$ cat src/hdl/gha_pkg.sv
// ----------------------------------------------------------------------------
// gha_pkg - shared types and constants of the generational handle allocator
// Widths, codes and the slot memory word used by the top level and the
// request execution logic.
// ----------------------------------------------------------------------------
package gha_pkg;

   localparam int SLOT_DEPTH = 1024;
   localparam int GEN_BITS   = 16;
   localparam int IDX_W      = $clog2(SLOT_DEPTH);
   localparam int CNT_W      = IDX_W + 1;
   localparam int CFG_W      = 11;
   localparam int FUNC_W     = 2;
   localparam int STAT_W     = 2;
   localparam int LIM_W      = (CNT_W > CFG_W) ? CNT_W : CFG_W;

   // head value that marks an empty free list
   localparam logic [CNT_W-1:0]    LIST_EMPTY = CNT_W'(SLOT_DEPTH);
   localparam logic [GEN_BITS-1:0] GEN_TOP    = '1;
   localparam logic [GEN_BITS-1:0] GEN_FIRST  = GEN_BITS'(1);
   localparam logic [CFG_W-1:0]    MAX_RESET  = CFG_W'(1024);

   typedef enum logic [FUNC_W-1:0] {
      FUNC_CREATE  = 2'd0,
      FUNC_DESTROY = 2'd1,
      FUNC_QUERY   = 2'd2
   } func_type;

   typedef enum logic [STAT_W-1:0] {
      ST_OK    = 2'd0,
      ST_LIMIT = 2'd1,
      ST_STALE = 2'd2
   } status_type;

   // one word of the slot memory
   typedef struct packed {
      logic                live;
      logic [CNT_W-1:0]    next;
      logic [GEN_BITS-1:0] gen;
   } slot_type;

   // request plus current state, presented to the execution logic
   typedef struct packed {
      func_type            func;
      logic [IDX_W-1:0]    hidx;
      logic [GEN_BITS-1:0] hgen;
      slot_type            rd;
      logic [CNT_W-1:0]    head;
      logic [CNT_W-1:0]    slots_used;
      logic [CNT_W-1:0]    live_total;
      logic [CFG_W-1:0]    slot_limit;
   } ctx_type;

   // state updates and result of one request
   typedef struct packed {
      logic                wr_en;
      logic [IDX_W-1:0]    wr_addr;
      slot_type            wr_data;
      logic [CNT_W-1:0]    head;
      logic [CNT_W-1:0]    slots_used;
      logic [CNT_W-1:0]    live_total;
      status_type          status;
      logic [IDX_W-1:0]    out_index;
      logic [GEN_BITS-1:0] out_gen;
      logic                alive;
   } upd_type;

endpackage

$ cat src/hdl/gha_exec.sv
// ----------------------------------------------------------------------------
// gha_exec - request execution
// Decides the write-back word, the new list head and counters, and the
// result of one request from the slot word read for it.
// ----------------------------------------------------------------------------
module gha_exec
   import gha_pkg::*;
(
   input  ctx_type ctx,
   output upd_type upd
);

   logic                handle_ok;
   logic                from_free;
   logic                can_append;
   logic [GEN_BITS-1:0] gen_up;

   always_comb begin
      handle_ok  = (ctx.hgen != '0) && ({1'b0, ctx.hidx} < ctx.slots_used)
                   && ctx.rd.live && (ctx.rd.gen == ctx.hgen);
      from_free  = ctx.head < LIST_EMPTY;
      can_append = (ctx.slots_used < LIST_EMPTY)
                   && (LIM_W'(ctx.slots_used) < LIM_W'(ctx.slot_limit));
      // saturate: a slot at the top generation is retired
      gen_up     = (ctx.rd.gen != GEN_TOP) ? ctx.rd.gen + GEN_FIRST : ctx.rd.gen;

      upd            = '0;
      upd.wr_addr    = ctx.hidx;
      upd.wr_data    = ctx.rd;
      upd.head       = ctx.head;
      upd.slots_used = ctx.slots_used;
      upd.live_total = ctx.live_total;
      upd.status     = ST_OK;

      unique case (ctx.func)
         FUNC_CREATE: begin
            priority if (from_free) begin
               upd.wr_en      = 1'b1;
               upd.wr_addr    = ctx.head[IDX_W-1:0];
               upd.wr_data    = '{live: 1'b1, next: LIST_EMPTY, gen: ctx.rd.gen};
               upd.head       = ctx.rd.next;
               upd.live_total = ctx.live_total + CNT_W'(1);
               upd.out_index  = ctx.head[IDX_W-1:0];
               upd.out_gen    = ctx.rd.gen;
            end else if (can_append) begin
               upd.wr_en      = 1'b1;
               upd.wr_addr    = ctx.slots_used[IDX_W-1:0];
               upd.wr_data    = '{live: 1'b1, next: LIST_EMPTY, gen: GEN_FIRST};
               upd.slots_used = ctx.slots_used + CNT_W'(1);
               upd.live_total = ctx.live_total + CNT_W'(1);
               upd.out_index  = ctx.slots_used[IDX_W-1:0];
               upd.out_gen    = GEN_FIRST;
            end else begin
               upd.status = ST_LIMIT;
            end
         end
         FUNC_DESTROY: begin
            if (handle_ok) begin
               upd.wr_en           = 1'b1;
               upd.wr_data.live    = 1'b0;
               upd.wr_data.gen     = gen_up;
               upd.wr_data.next    = LIST_EMPTY;
               if (gen_up != GEN_TOP) begin
                  upd.wr_data.next = ctx.head;
                  upd.head         = {1'b0, ctx.hidx};
               end
               if (ctx.live_total != '0) begin
                  upd.live_total = ctx.live_total - CNT_W'(1);
               end
            end else begin
               upd.status = ST_STALE;
            end
         end
         FUNC_QUERY: begin
            upd.alive = handle_ok;
         end
         default: begin
         end
      endcase
   end

endmodule
$ cat config.mk
export PLATFORM = sky130hd
export DESIGN_NAME = gha_exec
export DESIGN_NICKNAME = d
export VERILOG_FILES = /design/src/hdl/gha_pkg.sv /design/src/hdl/gha_exec.sv
export SDC_FILE = /design/constraint.sdc
export NUM_CORES = 1
export LEC_CHECK = 0
export BUFFER_PORTS_ARGS = -buffer_cell sky130_fd_sc_hd__clkbuf_2
export CORE_MARGIN = 2
export CORE_UTILIZATION = 50
export DETAILED_ROUTE_END_ITERATION = 6
export PLACE_DENSITY = 0.95
export SLEW_MARGIN = 20
export SYNTH_ARGS = -nofsm -noshare
export SYNTH_HDL_FRONTEND = slang
export SYNTH_SLANG_ARGS = --single-unit
$ cat constraint.sdc
create_clock -name vclk -period 5.1
set_input_delay 0.255 -clock vclk [all_inputs]
set_output_delay 0.255 -clock vclk [all_outputs]
set_load 0.02 [all_outputs]
==> results of run 1 <==
## metrics by stage
stage	setup slack [ns]	instances	instance area [um2]	power, mW	util
3_3_place_gp	1.74	766	4300	0.378	0.641
4_1_cts	1.69	766	4300	0.387	0.641
3_5_place_dp	1.68	766	4300	0.385	0.641
6_report	1.64	766	4300	0.393	0.641
2_1_floorplan	2.03	519	3420	0.242	-
5_1_grt	1.44	766	4300	0.420	0.641
## cell usage after synthesis (all sizes together) (2+ instances only)
cell / count
a2111oi: 3
a211o: 3
a211oi: 6
a21o: 7
a21oi: 28
a221o: 2
a221oi: 4
a222oi: 8
a22o: 10
a22oi: 2
a311oi: 3
a31oi: 3
and2: 3
and3: 18
buf: 20
clkbuf: 18
ha: 25
inv: 50
mux2: 2
mux2i: 14
nand2: 48
nand2b: 7
nand3: 25
nand4: 14
nor2: 38
nor3: 17
nor4: 20
o211ai: 2
o21a: 2
o21ai: 31
o221a: 4
o22ai: 18
o31ai: 2
or3: 6
or4: 2
xnor2: 19
xor2: 17
## critical path: stages
cell and delay (ns):
clkbuf_2 0.20, ha_1 0.33, nand3_1 0.20, or4_4 0.56
a311o_1 0.38, a211oi_2 0.24, o2111ai_2 0.20, and2_4 0.26
o221a_1 0.26, o22ai_2 0.12, clkbuf_2 0.20
## worst max-delay path by stage
stage                   end  slack [ns]  depth (start not counted)
CTS                 upd[60]        1.69                         11
global placement    upd[51]        1.74                         11
floorplan           upd[75]        2.03                          9
global route        upd[57]        1.44                          9
finish              upd[60]        1.64                         11
detailed placement  upd[60]        1.68                         11
## power by group
group          leakage, nW  internal, mW  switching, mW  total [mW]
Combinational         2.23         0.138          0.255       0.393
Clock                    0             0              0           0
Sequential               0             0              0           0
## area by class of cell
cell class,instances,area [um2]
inverters,50,188
fillers,648,2410
repair buffers,207,1050
well taps,80,100
multi-input cells,429,2970
## routing by layer
metal | GRT usage | wire length, um
met4 | 0.119 | 436
met1 | 0.432 | 5380
met2 | 0.635 | 6960
met3 | 0.0267 | 1390
met5 | 0 | 0
## kinds of logic (layout without fill, tap and decap cells)
group	count (synthesis)	count (layout)	share of synthesized area
AO/OA/AOI/OAI	147	147	0.315
XOR/XNOR	36	36	0.0922
adder cells (fa/ha/maj)	25	25	0.0914
buffers and inverters	90	257	0.136
multiplexers	16	16	0.0475
AND/OR/NAND/NOR	205	205	0.318
==> run metrics, run 1 <==
status finished clean; Final Hold Fails 0; gp weighted congestion roughly 1.0; grt ovf 0; layout cell share with drive strength beyond 1 0.337; CTS Hold Buffers Added 0; I/O pins 201; clock buffer count in the final layout 0; register area 0 um2; top post-synthesis cells by area ha_1 9.1%, inv_1 5.4%, nand2_1 5.3%, xnor2_1 4.9%, o21ai_0 4.4%; arrival time at the worst endpoint about 3.2 ns; Netlist Area Pre-Place around 0.0034 mm2; Maximum Capacitance Violations 0; Total Routing Usage GR 0.350; post-synthesis sequential area ratio 0; Max-slew headroom 0.457; Worst-Margin Slew 0.810 ns; RSZ-0062 raised after global routing no; commonest non-fill, non-tap cells in the layout 201 x clkbuf_2, 49 x inv_1, 48 x nand2_1, 38 x nor2_1, 30 x o21ai_0; area delta synth->final 25.8%; crit-path max FO 10; Site Rows 30; vias in the first global route ~4.5k; Routed WL roughly 14000 um; Port Buffers 201; DRC violations left 0; Via density roughly 6.4; postcts setup bufs 0; Ys Warns 0; Netlist cell types 69; CP startpoint kind input pin; first-pass GRT wire length 21500 um; initial core utilization 0.509; hold slack final about 0.84 ns; drt first pass iters 6; die height 86.7 um; Crit Path Class in2out; CP Capture Type primary output; Post-layout nets between 800 and 900; area leader, netlist ha_1; Synth top area share 0.0914; Final min period 3.46 ns; post_cts resized 0; Post-DRT Antenna Nets 0; pin count of the biggest net entering global routing 35; hold depth 3; max-slew violation count 0; fmax just under 300 MHz; First DRT Iteration DRCs 413; drt wl/cell ~19 um; DIE AREA 0.00752 mm2; Post-Syn Nets between 600 and 700; Die Wd slightly below 90 um; Final setup viols 0; Avg Inst Size Synth between 6 and 7 um2; Pleak roughly 2.2 nW; antenna violations before repair 0; Diodes inserted 0; seq_cells 0; Hold Startpoint ctx[16]; Final Cycle Share 0.679; most common cell after layout, fill and taps aside clkbuf_2; Detailed Place HPWL around 12000 um; Post-Synthesis Cells ~520; maximum vdd ir drop 0.0000390 V; Critical Path RT between 4 and 5 ns; setup TNS 0 ns; worst hold path class in2out; Worst Setup SP ctx[44]; Vias 4897; core area around 0.0067 mm2; PwrDens 91.4 mW/mm2; Hold Path Sink upd[34]
(Power assumes the default switching activity.)
==> inputs of run 2 (changes only) <==
Settings changed: ABC_AREA set to 1.
Clock period 5.1 ns to 3.2 ns, I/O delays scaled along.
==> run metrics, run 2 <==
gp weighted congestion 1.05 (+2.4%); hold depth 4 (+1); Die Wd 94.9 um (+9.5%); maximum vdd ir drop 0.0000826 V (+110%); drt first pass iters 6 (unchanged); Routed WL 17900 um (+26%); Post-Synthesis Cells 825 (+59%); I/O pins 201 (unchanged); Final Hold Fails 0 (unchanged); CP startpoint kind input pin; CP max stage delay 0.49 ns (-0.07 ns); met1 wire length 6830 um (+27%); Netlist Area Pre-Place 0.00413 mm2 (+21%); Post-DRT Antenna Nets 0 (unchanged); area leader, netlist nand2_1; slowest CP cell a21oi_1; Vias 6439 (+31%); most common library cells after synthesis 238 x nand2_1, 128 x inv_1, 95 x nand3_1, 74 x nor2_1, 42 x o21ai_0; Synth top area share 0.216 (+0.125); met3 WL post-DR 2050 um (+47%); area delta synth->final 25.0%; Worst-Margin Slew 1.06 ns (+0.251 ns); First DRT Iteration DRCs 699 (+69%); Hold Startpoint ctx[31]; antenna violations before repair 0 (unchanged); crit-path max FO 8 (-2); seq_cells 0 (unchanged); Avg Inst Size Synth 5.01 um2 (-24%); CTS Hold Buffers Added 0 (unchanged); clock buffer count in the final layout 0 (unchanged); fmax 364 MHz; arrival time at the worst endpoint 2.59 ns (-0.62 ns); Maximum Capacitance Violations 0 (unchanged); first-pass GRT wire length 27800 um (+29%); postcts setup bufs 0 (unchanged); initial core utilization 0.511 (+0.00154); Tot Pwr 0.749 mW (+91%); Final Cycle Share 0.859; commonest non-fill, non-tap cells in the layout 238 x nand2_1, 201 x clkbuf_2, 128 x inv_1, 95 x nand3_1, 74 x nor2_1; top post-synthesis cells by area nand2_1 22%, inv_1 12%, nand3_1 12%, ha_1 7.6%, nor2_1 6.7%; die height 94.9 um (+9.5%); Ys Warns 0 (unchanged); Detailed Place HPWL 14900 um (+29%); register area 0 um2 (unchanged); Hold Path Sink upd[49]; Final setup viols 0 (unchanged); Via density 5.80 (-9.3%); pin count of the biggest net entering global routing 31 (-11%); Total Routing Usage GR 0.383 (+0.0331); drt wl/cell 16.1 um (-13%); most common cell after layout, fill and taps aside nand2_1; post_cts resized 0 (unchanged); DR top layer met4; core area 0.00809 mm2 (+20%); Site Rows 33 (+10%); most frequent cell after synthesis nand2_1; worst hold path class in2out; status finished clean; PwrDens 145 mW/mm2 (+59%); layout cell share with drive strength beyond 1 0.249 (-0.0880); Crit Path Class in2out; Post-layout nets 1132 (+39%); grt ovf 0 (unchanged); max-slew violation count 0 (unchanged); Port Buffers 201 (unchanged); design area 0.00517 mm2 (+20%); RSZ-0062 raised after global routing no; DIE AREA 0.00901 mm2 (+20%); Diodes inserted 0 (unchanged); Final min period ~2.7 ns; Post-Syn Nets 950 (+48%); Max-slew headroom 0.292 (-0.165); Pleak 3.11 nW (+39%); dpl cell area 0.00517 mm2 (+20%); metal2 WL 8210 um (+18%); Netlist cell types 43 (-38%); post-synthesis sequential area ratio 0 (unchanged); Critical Path RT 3.04 ns (-1.81 ns); DRC violations left 0 (unchanged); setup TNS 0 ns (unchanged); CP Capture Type primary output; CP cell instances clkbuf_2 > inv_1 > ha_1 > a21oi_1 > o21a_1 > o211ai_1 > a21oi_1 > nand3_1 > o21ai_1 > nand3_1 > clkbuf_2; vias in the first global route 5942 (+31%)
## run 2: cells by family (layout without fill, tap and decap cells)
family,Yosys count,in the layout,share of synthesized area
simple gates,493,493,0.542
fa+ha+maj,25,25,0.0757
xor+xnor,24,24,0.0527
buf+inv,163,343,0.162
compound gates,120,120,0.168
## run 2: layout make-up
| cell class | count | area (um2) |
|---|---|---|
| repair buffers | 209 | 1070 |
| multi-input cells | 662 | 3460 |
| well taps | 105 | 131 |
| fillers | 870 | 2930 |
| inverters | 134 | 505 |
## run 2: through the flow
step / utilization / hold WS [ns] / worst slack (ns) / std cells
3_3_place_gp: 0.639 / 0.668 / 0.545 / 1110
2_1_floorplan: - / 0.409 / 0.929 / 825
4_1_cts: 0.639 / 0.686 / 0.525 / 1110
6_report: 0.639 / 0.687 / 0.451 / 1110
5_1_grt: 0.639 / 0.718 / 0.260 / 1110
3_5_place_dp: 0.639 / 0.686 / 0.540 / 1110
## run 2: how the worst max path moves through the flow
stage             from       to  slack [ns]  cells past startpoint
3_5_place_dp   ctx[31]  upd[62]        0.54                     14
5_1_grt        ctx[28]  upd[62]        0.26                     11
3_3_place_gp   ctx[28]  upd[98]        0.54                     12
2_1_floorplan  ctx[10]  upd[93]        0.93                     12
6_report       ctx[28]  upd[62]        0.45                     11
4_1_cts        ctx[31]  upd[62]        0.52                     14
## run 2: routing by layer
layer / up-vias / global-route usage
li1: 3067 / -
met5: - / 0
met2: 472 / 0.647
met4: 0 / 0.179
met1: 2815 / 0.481
met3: 85 / 0.0503
## run 2: power breakdown
group	internal [mW]	leakage, nW	total [mW]	switching (mW)
registers	0	0	0	0
clock network	0	0	0	0
logic	0.243	3.11	0.749	0.507
## run 2: critical path, delay by kind of cell
kind	cells	cell delay [ns]
buffers and inverters	3	0.42
AO/OA/AOI/OAI	5	1.14
AND/OR/NAND/NOR	2	0.56
adder cells (fa/ha/maj)	1	0.31
==> inputs of run 3 (changes only) <==
--- a/config.mk
+++ b/config.mk
@@ -8,3 +8,3 @@
 export ABC_AREA = 1
-export BUFFER_PORTS_ARGS = -buffer_cell sky130_fd_sc_hd__clkbuf_2
+export BUFFER_PORTS_ARGS = -buffer_cell sky130_fd_sc_hd__buf_2
 export CORE_MARGIN = 2
==> constraint.sdc (replaced) <==
create_clock -name vclk -period 3.2
set_input_delay 0.16 -clock vclk [all_inputs]
set_output_delay 0.16 -clock vclk [all_outputs]
set_load 0.05 [all_outputs]
==> run metrics, run 3 (same netlist as run 2, synthesis figures left out) <==
status finished clean; Vias 6538 (+1.5%); Post-layout nets 1132 (unchanged); crit-path max FO 11 (+3); CP max stage delay 0.31 ns (-0.18 ns); fmax 350 MHz (-3.7%); drt first pass iters 5 (-1); Routed WL 17900 um (+0.18%); Final min period 2.86 ns (+0.107 ns); DRC violations left 0 (unchanged); Final setup viols 0 (unchanged); CP Capture Type primary output; initial core utilization 0.511 (unchanged); Site Rows 33 (unchanged); area delta synth->final 25.0% (unchanged); Worst Path Buf+Inv 3 (unchanged); Max-slew headroom 0.287 (-0.00505); antenna violations before repair 0 (unchanged); vias in the first global route 6026 (+1.4%); gp weighted congestion 1.02 (-3.2%); seq_cells 0 (unchanged); die height 94.9 um (unchanged); CP cell instances buf_2 > ha_1 > a21oi_1 > o21a_1 > o21ai_0 > nor2_1 > nand2_1 > nor2_2 > inv_1 > o22ai_1 > o21bai_1 > buf_2; register area 0 um2 (unchanged); slowest CP cell ha_1; maximum vdd ir drop 0.000134 V (+63%); Die Wd 94.9 um (unchanged); Diodes inserted 0 (unchanged); Final Cycle Share 0.892 (+0.0333); layout cell share with drive strength beyond 1 0.249 (unchanged); Total Routing Usage GR 0.386 (+0.00245); post_cts resized 0 (unchanged); drt wl/cell 16.2 um (+0.18%); most common cell after layout, fill and taps aside nand2_1; Pleak 3.10 nW (-0.23%); arrival time at the worst endpoint 2.70 ns (+0.11 ns); Critical Path RT 3.04 ns (about the same); Detailed Place HPWL 14800 um (-0.22%); RSZ-0062 raised after global routing no; max-slew violation count 0 (unchanged); Via density 5.89 (+1.5%); Crit path top cell by count buf_2; CP startpoint kind input pin; dpl cell area 0.00517 mm2 (unchanged); commonest non-fill, non-tap cells in the layout 238 x nand2_1, 201 x buf_2, 128 x inv_1, 95 x nand3_1, 74 x nor2_1; clock buffer count in the final layout 0 (unchanged); PwrDens 182 mW/mm2 (+26%); postcts setup bufs 0 (unchanged); grt ovf 0 (unchanged); setup TNS 0 ns (unchanged); Port Buffers 201 (unchanged); Post-DRT Antenna Nets 0 (unchanged); Crit Path Class in2out; DIE AREA 0.00901 mm2 (unchanged); Worst-Margin Slew 1.07 ns (+0.00756 ns); Final Hold Fails 0 (unchanged); Maximum Capacitance Violations 0 (unchanged); delay-heaviest family, CP compound AO/OA/AOI/OAI gates; core area 0.00809 mm2 (unchanged); First DRT Iteration DRCs 675 (-3.4%); pin count of the biggest net entering global routing 31 (unchanged); I/O pins 201 (unchanged); design area 0.00517 mm2 (unchanged); CTS Hold Buffers Added 0 (unchanged); first-pass GRT wire length 28000 um (+0.95%); worst hold path class in2out
[run 3: changes by cell type in the layout (fill, tap and decap cells not counted)]
cell      change
buf_2       +201
clkbuf_2    -201
[run 3: cell type report]
cell class         count  area [um2]
multi-input cells    662        3460
fillers              846        2930
repair buffers       209        1070
inverters            134         505
well taps            105         131
[run 3: stage by stage]
stage	setup slack (ns)	instances	hold slack, ns	util	power [mW]
global placement	0.447	1110	0.735	0.639	0.916
global route	0.179	1110	0.769	0.639	1.01
detailed placement	0.436	1110	0.744	0.639	0.921
finish	0.344	1110	0.748	0.639	0.942
CTS	0.423	1110	0.744	0.639	0.924
floorplan	0.252	825	0.509	-	0.643
[run 3: routing by layer]
metal | global-route usage | wire length, um
met1 | 0.477 | 6900
met3 | 0.0575 | 1990
met4 | 0.193 | 820
met2 | 0.648 | 8220
met5 | 0 | 0
[run 3: power breakdown]
group          internal, mW  switching [mW]  total, mW  leakage, nW
logic                 0.246           0.697      0.942         3.10
registers                 0               0          0            0
clock network             0               0          0            0
[run 3: worst paths after layout]
kind,startpoint,to,slack [ns],cells past startpoint
max,ctx[28],upd[98],0.34,12
min,ctx[31],upd[49],0.75,4
